--- src/hw/rtl/prc_pkg.sv ---
// ---------------------------------------------------------------------------
// prc_pkg
// Shared codes, reset values and types of the capture ring.
// ---------------------------------------------------------------------------
package prc_pkg;

  localparam int REQ_W      = 2;
  localparam int CFG_IDX_W  = 3;
  localparam int CFG_DATA_W = 15;
  localparam int REM_W      = 15;

  localparam logic [REQ_W-1:0] REQ_SAMPLE  = 2'd0;
  localparam logic [REQ_W-1:0] REQ_TRIGGER = 2'd1;
  localparam logic [REQ_W-1:0] REQ_REARM   = 2'd2;
  localparam logic [REQ_W-1:0] REQ_READ    = 2'd3;

  localparam logic [CFG_IDX_W-1:0] CFG_SPS      = 3'd0;
  localparam logic [CFG_IDX_W-1:0] CFG_RING_LEN = 3'd1;
  localparam logic [CFG_IDX_W-1:0] CFG_PRETRIG  = 3'd2;
  localparam logic [CFG_IDX_W-1:0] CFG_CHANNELS = 3'd3;
  localparam logic [CFG_IDX_W-1:0] CFG_MIN_PAY  = 3'd4;

  localparam logic [14:0] RST_SPS      = 15'd4800;
  localparam logic [14:0] RST_RING_LEN = 15'd9600;
  localparam logic [13:0] RST_PRETRIG  = 14'd1440;
  localparam logic [3:0]  RST_CHANNELS = 4'd8;
  localparam logic [9:0]  RST_MIN_PAY  = 10'd64;

  typedef struct packed {
    logic             start;
    logic [REM_W-1:0] dividend;
    logic [REM_W-1:0] divisor;
  } rem_req_t;

  typedef struct packed {
    logic             done;
    logic [REM_W-1:0] value;
  } rem_rsp_t;

endpackage

--- src/hw/rtl/prc_rem.sv ---
// ---------------------------------------------------------------------------
// prc_rem
// Shared restoring remainder unit, one dividend bit per cycle.
// ---------------------------------------------------------------------------
module prc_rem (
  input  logic              clk,
  input  logic              rst_n,
  input  prc_pkg::rem_req_t req,
  output prc_pkg::rem_rsp_t rsp
);

  localparam int W   = prc_pkg::REM_W;
  localparam int CNT_W = $clog2(W);

  logic             busy_r, busy_nxt;
  logic             done_r, done_nxt;
  logic [CNT_W-1:0] cnt_r, cnt_nxt;
  logic [W-1:0]     dvd_r, dvd_nxt;
  logic [W-1:0]     dvs_r, dvs_nxt;
  logic [W-1:0]     rem_r, rem_nxt;
  logic [W:0]       trial;

  always_comb begin
    busy_nxt = busy_r;
    done_nxt = 1'b0;
    cnt_nxt  = cnt_r;
    dvd_nxt  = dvd_r;
    dvs_nxt  = dvs_r;
    rem_nxt  = rem_r;
    trial    = {rem_r, dvd_r[W-1]};
    if (busy_r) begin
      if (trial >= {1'b0, dvs_r}) begin
        rem_nxt = W'(trial - {1'b0, dvs_r});
      end else begin
        rem_nxt = trial[W-1:0];
      end
      dvd_nxt = {dvd_r[W-2:0], 1'b0};
      cnt_nxt = cnt_r + CNT_W'(1);
      if (cnt_r == CNT_W'(W - 1)) begin
        busy_nxt = 1'b0;
        done_nxt = 1'b1;
      end
    end else if (req.start) begin
      busy_nxt = 1'b1;
      cnt_nxt  = '0;
      dvd_nxt  = req.dividend;
      dvs_nxt  = req.divisor;
      rem_nxt  = '0;
    end
  end

  always_ff @(posedge clk) begin
    if (!rst_n) begin
      busy_r <= 1'b0;
      done_r <= 1'b0;
      cnt_r  <= '0;
    end else begin
      busy_r <= busy_nxt;
      done_r <= done_nxt;
      cnt_r  <= cnt_nxt;
    end
    dvd_r <= dvd_nxt;
    dvs_r <= dvs_nxt;
    rem_r <= rem_nxt;
  end

  assign rsp.done  = done_r;
  assign rsp.value = rem_r;

endmodule

--- config.mk ---
export PLATFORM = sky130hd
export DESIGN_NAME = prc_rem
export DESIGN_NICKNAME = d
export VERILOG_FILES = /design/src/hw/rtl/prc_pkg.sv /design/src/hw/rtl/prc_rem.sv
export SDC_FILE = /design/constraint.sdc
export NUM_CORES = 1
export LEC_CHECK = 0
export BUFFER_PORTS_ARGS = -buffer_cell sky130_fd_sc_hd__buf_2
export CORE_MARGIN = 2
export CORE_UTILIZATION = 40
export CTS_BUF_LIST = sky130_fd_sc_hd__clkbuf_4 sky130_fd_sc_hd__clkbuf_8
export DETAILED_ROUTE_END_ITERATION = 8
export MAX_ROUTING_LAYER = met4
export SLEW_MARGIN = 20
export SYNTH_ARGS = -nofsm -noshare
export SYNTH_HDL_FRONTEND = slang
export SYNTH_SLANG_ARGS = --single-unit
--- constraint.sdc ---
create_clock -name clk -period 2.97 [get_ports clk]
set_input_delay 0.1485 -clock clk [delete_from_list [all_inputs] [get_ports clk]]
set_output_delay 0.1485 -clock clk [all_outputs]
set_load 0.01 [all_outputs]
After elaboration in Yosys (flattened, before gate mapping)

Cells that the tools add are included.

Add/subtract/negate cells: 2
$lt $le $gt $ge: 1
Equality and inequality tests: 1
Mux-type cells: 11
Bitwise operators: 1
Reduce and logical (&&, ||, !) cells: 3

Operators by type and width:

| cell                | count |
|---|---|
| $mux 15             | 5 |
| $ge 16x15->1        | 1 |
| $sub 15x15->15      | 1 |
| $mux 4              | 2 |
| $add 4x1->4 const B | 1 |
| $eq 4x4->1 const B  | 1 |
| $mux 1              | 4 |
| $reduce_and 2->1    | 2 |
| $reduce_bool 2->1   | 1 |
| $not 1->1           | 1 |

Bits in registers: 51
Output and inout bits: 16
Word-level logic and storage cells: 26

Logic depth before layout (Yosys ltp)

Gate-level depths: netlist (run 1).

Depth in word-level cells: 3
Mapped depth: 10

Least setup slack after synthesis (run 1)

Ideal clock, no wire load.

Path kind: reg-to-reg
Start point: register rem_r[6]
End point: register rem_r[13] (data pin)
Arrival time: 2121 ps
Setup slack: 593 ps
Stages on the path, launching flop included: 9
Clock period less this slack: 2377 ps
Cells stage by stage: edfxtp_1 -> ha_1 -> buf_6 -> a211o_1 -> a2111oi_2 -> or3_4 -> nand3_4 -> buf_6 -> a41o_1

Longest elaborated chain between the ends: 3
Elaborated cells between the ends (all ways): 4
Those cells by class: 1 x add/sub; 1 x order compare; 2 x mux

RTL lines:

| element                                        | RTL line                     | text |
|---|---|---|
| from (decl)                                    | prc_rem.sv:20                | `logic [W-1:0] rem_r, rem_nxt;` |
| from (signal assigned)                         | prc_rem.sv:64                | `rem_r <= rem_nxt;` |
| $sub 15x15->15 or $ge 16x15->1 (tied branches) | prc_rem.sv:33, prc_rem.sv:32 |  |
| $mux 15 *                                      | prc_rem.sv:32                | `if (trial >= {1'b0, dvs_r}) begin` |
| $mux 15 *                                      | prc_rem.sv:31                | `if (busy_r) begin` |

Mark *: on every way between the ends. The rest lies on a longest branch, timed or not.
A chain may end at the register's enable or synchronous reset.

Final worst setup path (run 1)

Start point: register rem_r[4]
End point: register rem_r[6] (data pin)

Same word-level chain as after synthesis.

==> run_results.csv, run 1 <==
group,metric,value,unit
worst_setup_path,crit_path_start_kind,"flop",
worst_setup_path,arrival,2680,ps
route,num_vias,2340,
floorplan,die-area,8292,µm²
clock_tree,clk_pin_slew_worst_paths,100,ps
global_routing,grt_pass1_wl,10830,µm
power_and_ir_drop,peakVddDrop,230.2,µV
global_routing,grt_pass1_vias,2237,
global_routing,track_usage,0.1672,
yosys,postSynthCellCount,282,
clock_tree,clkLatencyLatePin,310,ps
placed_design,place_ws,352.4,ps
timing,setup_viol,0,
clock_tree,cts-root-buf,"clkbuf_8",
placed_design,portBuffers,48,
clock_tree,clk_path_buf_depth,2,
yosys,ys.flop_type,"edfxtp_1",
yosys,yosys-top-cells-area,"edfxtp_1 44%, ha_1 7.0%, dfxtp_1 4.6%",
floorplan,io_pins,49,
worst_setup_path,critical_path_class,"reg2reg",
timing,drv_slew,0,
floorplan,fp.dieH,91.06,µm
route,wl,6601,µm
finish,diodes,0,
global_routing,grt_overflow_total,0,
finish,final_common_cell,"buf_2",
placed_design,dp_hpwl,4705,µm
route,viasPerCell,5.355,
clock_tree,cts_tree,"built",
placed_design,gp_congestion,0.9067,
worst_setup_path,critical_path_buf_inv_count,0,
floorplan,rows,31,
worst_setup_path,critPathMaxStageDelay,430,ps
finish,ff_latch_area,1461,µm²
route,ant_nets,0,
finish,nNetsFinal,388,
finish,fillers,728,
run_status,status,"finished, final reports clean",
yosys,async_flop_share,0,
floorplan,core,7292,µm²
yosys,yosys.area.top_type_share,0.4358,
clock_tree,postCtsSetupBuffers,0,
power_and_ir_drop,p_leak,1.523,nW
power_and_ir_drop,p_per_area,561.8,nW/µm²
clock_tree,clkSinkCount,51,
finish,multi_input_area,1384,µm²
global_routing,antenna_found_initial,0,
finish,drive_gt1_frac,0.2160,
power_and_ir_drop,power,1.990,mW
timing,slew_headroom,0.6416,
worst_setup_path,path_cells,"ha_1, and4_4, and3_1, o31ai_2, nand3_4, mux2i_1, nor2_1",
yosys,syn_area,3032,µm²
route,dr.pass1.iters,4,
timing,finalWorstSetupSlack,356.0,ps
yosys,synth_seq_cells,51,
timing,rsz0062_at_grt,"false",
yosys,ys_warn_count,0,
floorplan,floorplan.initialDensity,0.4158,
timing,layout_min_cycle_time,2614,ps
route,routedWlPerCell,15.11,µm
timing,fin_tns_setup,0,ps
yosys,synth_cell_types,53,
worst_setup_path,end_kind,"flop",
floorplan,die_w,91.06,µm
route,drc_errors,0,
global_routing,grt_max_degree,30,
yosys,synth_edf_count,44,
timing,fmax,382.6,MHz
worst_setup_path,cp.required,3040,ps
yosys,yosysTopAreaCell,"edfxtp_1",
timing,period_share,0.8801,
hold_path,hp-class,"in2reg",
route,first_iter_violations,135,
timing,hold_violations,0,
timing,finalClockSkew,7.666,ps
worst_setup_path,cp_max_fo,21,
finish,area_growth,16.84,%
yosys,synth_nets,333,
yosys,seq_area_frac_synth,0.4820,
yosys,synth.avg_cell_area,10.75,µm²
worst_setup_path,critical_path.top_delay_family,"simple AND/OR/NAND/NOR gates",
worst_setup_path,slowest_stage,"edfxtp_1",
run,maxCapViolations,0,
clock_tree,cts_made_buffers,5,
timing,worstMarginPinSlew,535.2,ps
finish,mostFrequentLayoutCells,"48 x buf_2, 44 x edfxtp_1, 26 x inv_1",
clock_tree,cts_htree_levels,2,
==> cell type report <==
| class | instances | area share |
|---|---|---|
| clock buffers | 5 | 0.01943 |
| well taps | 99 | 0.03497 |
| multi-input cells | 191 | 0.3907 |
| inverters | 26 | 0.02755 |
| flip-flops and latches | 51 | 0.4126 |
| repair buffers | 62 | 0.1081 |
| clock inverters | 3 | 0.006711 |
==> Yosys cell counts, drive strengths merged (5+ instances only) <==
library cell  count
nand2b            5
xnor2             5
nand4             6
o21ai            11
dfxtp             7
a211oi            5
a21o              7
ha               17
edfxtp           44
nand2            11
mux2i             8
buf               9
inv              26
a21oi            18
clkbuf            5
nor2             24
nand3            13
a22o             14
==> metrics by stage <==
stage,instances,util,hold WS (ps),area [µm²]
after floorplan,282,-,247.4,3032
after global placement,419,0.4593,324.8,3349
after detailed placement,419,0.4593,327.0,3349
after CTS,437,0.4858,1.422,3542
after global routing,437,0.4858,0.3886,3542
final,437,0.4858,18.13,3542
==> layer usage <==
metal	GRT usage	vias up	routed length, µm
met2	0.2642	60	3201
met5	-	-	0
met4	0.05808	0	85
li1	-	1162	-
met1	0.2206	1112	3088
met3	0.02490	6	225
==> worst reg2reg max path: cells and delay by family (launching register included) <==
family	cells	cell delay, ps
simple gates	4	850
flops	1	430
compound gates	1	410
fa+ha+maj	1	420
mux	1	280
==> what timing repair did <==
item                                   CTS  global route
endpoints found under the hold margin   10             0
setup endpoints to repair                0             0
hold buffers                            10             0
resized for setup                        0             0
==> state kept, by name, summed over array words and instances, names as in the netlist <==
register  flops
dvd_r        15
dvs_r        15
rem_r        15
cnt_r         4
busy_r        1
done_r        1
==> cells by family (layout without fill, tap and decap cells) <==
group,after synthesis,after routing,synth area share
buf+inv,40,96,0.06232
simple gates,76,76,0.1321
compound gates,82,82,0.2002
mux,8,8,0.02641
fa+ha+maj,18,18,0.07676
xor+xnor,7,7,0.02022
flops,51,51,0.4820
==> power breakdown <==
part           switching [mW]  leakage (nW)  internal [mW]  total, mW
Clock                   0.250        0.0408          0.169      0.419
Combinational           0.373         0.974          0.284      0.657
Sequential             0.0463         0.509          0.868      0.914
==> path summary, 6_finish.rpt <==
path / startpoint / endpoint / slack [ps] / depth (start not counted)
min reg2reg: cnt_r[3] / cnt_r[3] / 490 / 1
max reg2reg: rem_r[4] / rem_r[6] / 360 / 7
max: rem_r[4] / rem_r[6] / 360 / 7
min: req[4] / dvs_r[4] / 20 / 1
Note: power is estimated with default switching activity, not from simulation.
==> run 2, diff against run 1 <==
--- a/config.mk
+++ b/config.mk
@@ -11,6 +11,7 @@
 export CTS_BUF_LIST = sky130_fd_sc_hd__clkbuf_4 sky130_fd_sc_hd__clkbuf_8
 export DETAILED_ROUTE_END_ITERATION = 8
 export MAX_ROUTING_LAYER = met4
+export RECOVER_POWER = 50
 export SLEW_MARGIN = 20
 export SYNTH_ARGS = -nofsm -noshare
 export SYNTH_HDL_FRONTEND = slang
==> run 2 against run 1 <==
Net effect: clock-buffer cell count is the same; sequential share of layout area grew 0.55 points; final area is 1.3% lower; setup slack lost 38 ps; utilization fell by 0.63 points; worst hold slack worse by 6.3 ps; register-to-register slack worse by 40 ps; highest routed layer unchanged.
==> run_results.csv, run 2 (synthesis results as in run 1) <==
group,metric,value,unit
worst_setup_path,cp.required,3010,ps
clock_tree,clkLatencyLatePin,310,ps
global_routing,grt_overflow_total,0,
global_routing,grt_max_degree,30,
route,num_vias,2328,
timing,fin_tns_setup,0,ps
timing,finalWorstSetupSlack,318.5,ps
floorplan,core,7292,µm²
finish,multi_input_area,1381,µm²
placed_design,placedCellCount,419,
floorplan,die_w,91.06,µm
worst_setup_path,critical_path_buf_inv_count,0,
power_and_ir_drop,power,1.978,mW
global_routing,grt_pass1_wl,10830,µm
route,viasPerCell,5.327,
finish,final_common_cell,"edfxtp_1",
finish,ff_latch_area,1461,µm²
route,first_iter_violations,106,
finish,drive_gt1_frac,0.1568,
finish,diodes,0,
floorplan,fp.dieH,91.06,µm
worst_setup_path,critPathMaxStageDelay,440,ps
global_routing,antenna_found_initial,0,
worst_setup_path,slowest_stage,"edfxtp_1",
timing,drv_slew,0,
timing,worstMarginPinSlew,1032,ps
finish,final_util,0.4794,
timing,slew_headroom,0.3120,
floorplan,rows,31,
placed_design,place_ws,352.4,ps
clock_tree,clkSinkCount,51,
placed_design,portBuffers,48,
route,ant_nets,0,
floorplan,die-area,8292,µm²
clock_tree,postCtsSetupBuffers,0,
route,dr.pass1.iters,4,
route,wl,6614,µm
timing,layout_min_cycle_time,2652,ps
worst_setup_path,cp_max_fo,21,
finish,final_area,3496,µm²
clock_tree,clk_path_buf_depth,2,
timing,period_share,0.8928,
clock_tree,cts_made_buffers,5,
floorplan,floorplan.initialDensity,0.4158,
timing,fmax,377.1,MHz
timing,hold_violations,0,
worst_setup_path,arrival,2690,ps
worst_setup_path,critical_path.top_delay_family,"simple AND/OR/NAND/NOR gates",
clock_tree,cts_tree,"built",
finish,final_cells,437,
timing,finalClockSkew,8.669,ps
placed_design,dpl-instance-area,3349,µm²
placed_design,gp_congestion,0.9067,
worst_setup_path,end_kind,"flop",
run_status,status,"finished, final reports clean",
clock_tree,cts_htree_levels,2,
finish,reg_top3,"dvd_r (15), dvs_r (15), rem_r (15)",
power_and_ir_drop,peakVddDrop,229.3,µV
timing,setup_viol,0,
route,drc_errors,0,
clock_tree,cts-root-buf,"clkbuf_8",
worst_setup_path,crit_path_start_kind,"flop",
timing,whs,11.87,ps
global_routing,grt_pass1_vias,2237,
finish,mostFrequentLayoutCells,"44 x edfxtp_1, 32 x buf_2, 26 x inv_1",
global_routing,track_usage,0.1672,
worst_setup_path,path_cells,"ha_1, and4_4, and3_1, o31ai_2, nand3_4, mux2i_1, nor2_1",
finish,nNetsFinal,388,
finish,area_growth,15.31,%
route,routedWlPerCell,15.14,µm
power_and_ir_drop,p_leak,1.452,nW
worst_setup_path,critical_path_class,"reg2reg",
finish,fillers,742,
hold_path,hp-class,"in2reg",
run,maxCapViolations,0,
floorplan,io_pins,49,
power_and_ir_drop,p_per_area,565.9,nW/µm²
placed_design,dp_hpwl,4705,µm
clock_tree,clk_pin_slew_worst_paths,100,ps
timing,rsz0062_at_grt,"false",
[run 2: cell count changes in the layout (fill, tap and decap cells not counted), sizes merged]
cell and change:
buf -19, clkbuf +19
[run 2: final cells by class]
cell class                      instances  area share
Sequential cell                        51      0.4180
Multi-Input combinational cell        191      0.3951
Timing Repair Buffer                   62     0.09699
Tap cell                               99     0.03543
Inverter                               26     0.02792
Clock buffer                            5     0.01969
Clock inverter                          3    0.006800
[run 2: path summary, 6_finish.rpt]
check / to / cells after the start / slack [ps] / from
worst max-delay path: rem_r[6] / 7 / 320 / rem_r[4]
worst min-delay path: dvs_r[4] / 1 / 10 / req[4]
worst min register to register: cnt_r[3] / 1 / 490 / cnt_r[3]
worst max register to register: rem_r[6] / 7 / 320 / rem_r[4]
[run 2: what timing repair did]
action,4_1_cts,5_1_grt
endpoints found under the hold margin,10,0
hold buffers,10,0
gates resized for setup,0,0
[run 2: metal layers]
layer / track usage / vias to the layer above / routed length, µm
li1: - / 1160 / -
met1: 0.2206 / 1110 / 3135
met2: 0.2642 / 47 / 3163
met3: 0.02490 / 11 / 206
met4: 0.05808 / 0 / 109
met5: - / - / 0
[run 2: power by group]
group	switching (mW)	leakage [nW]	total, mW	internal, mW
Sequential	0.0473	0.509	0.915	0.868
Clock	0.251	0.0408	0.420	0.169
Combinational	0.372	0.902	0.643	0.271
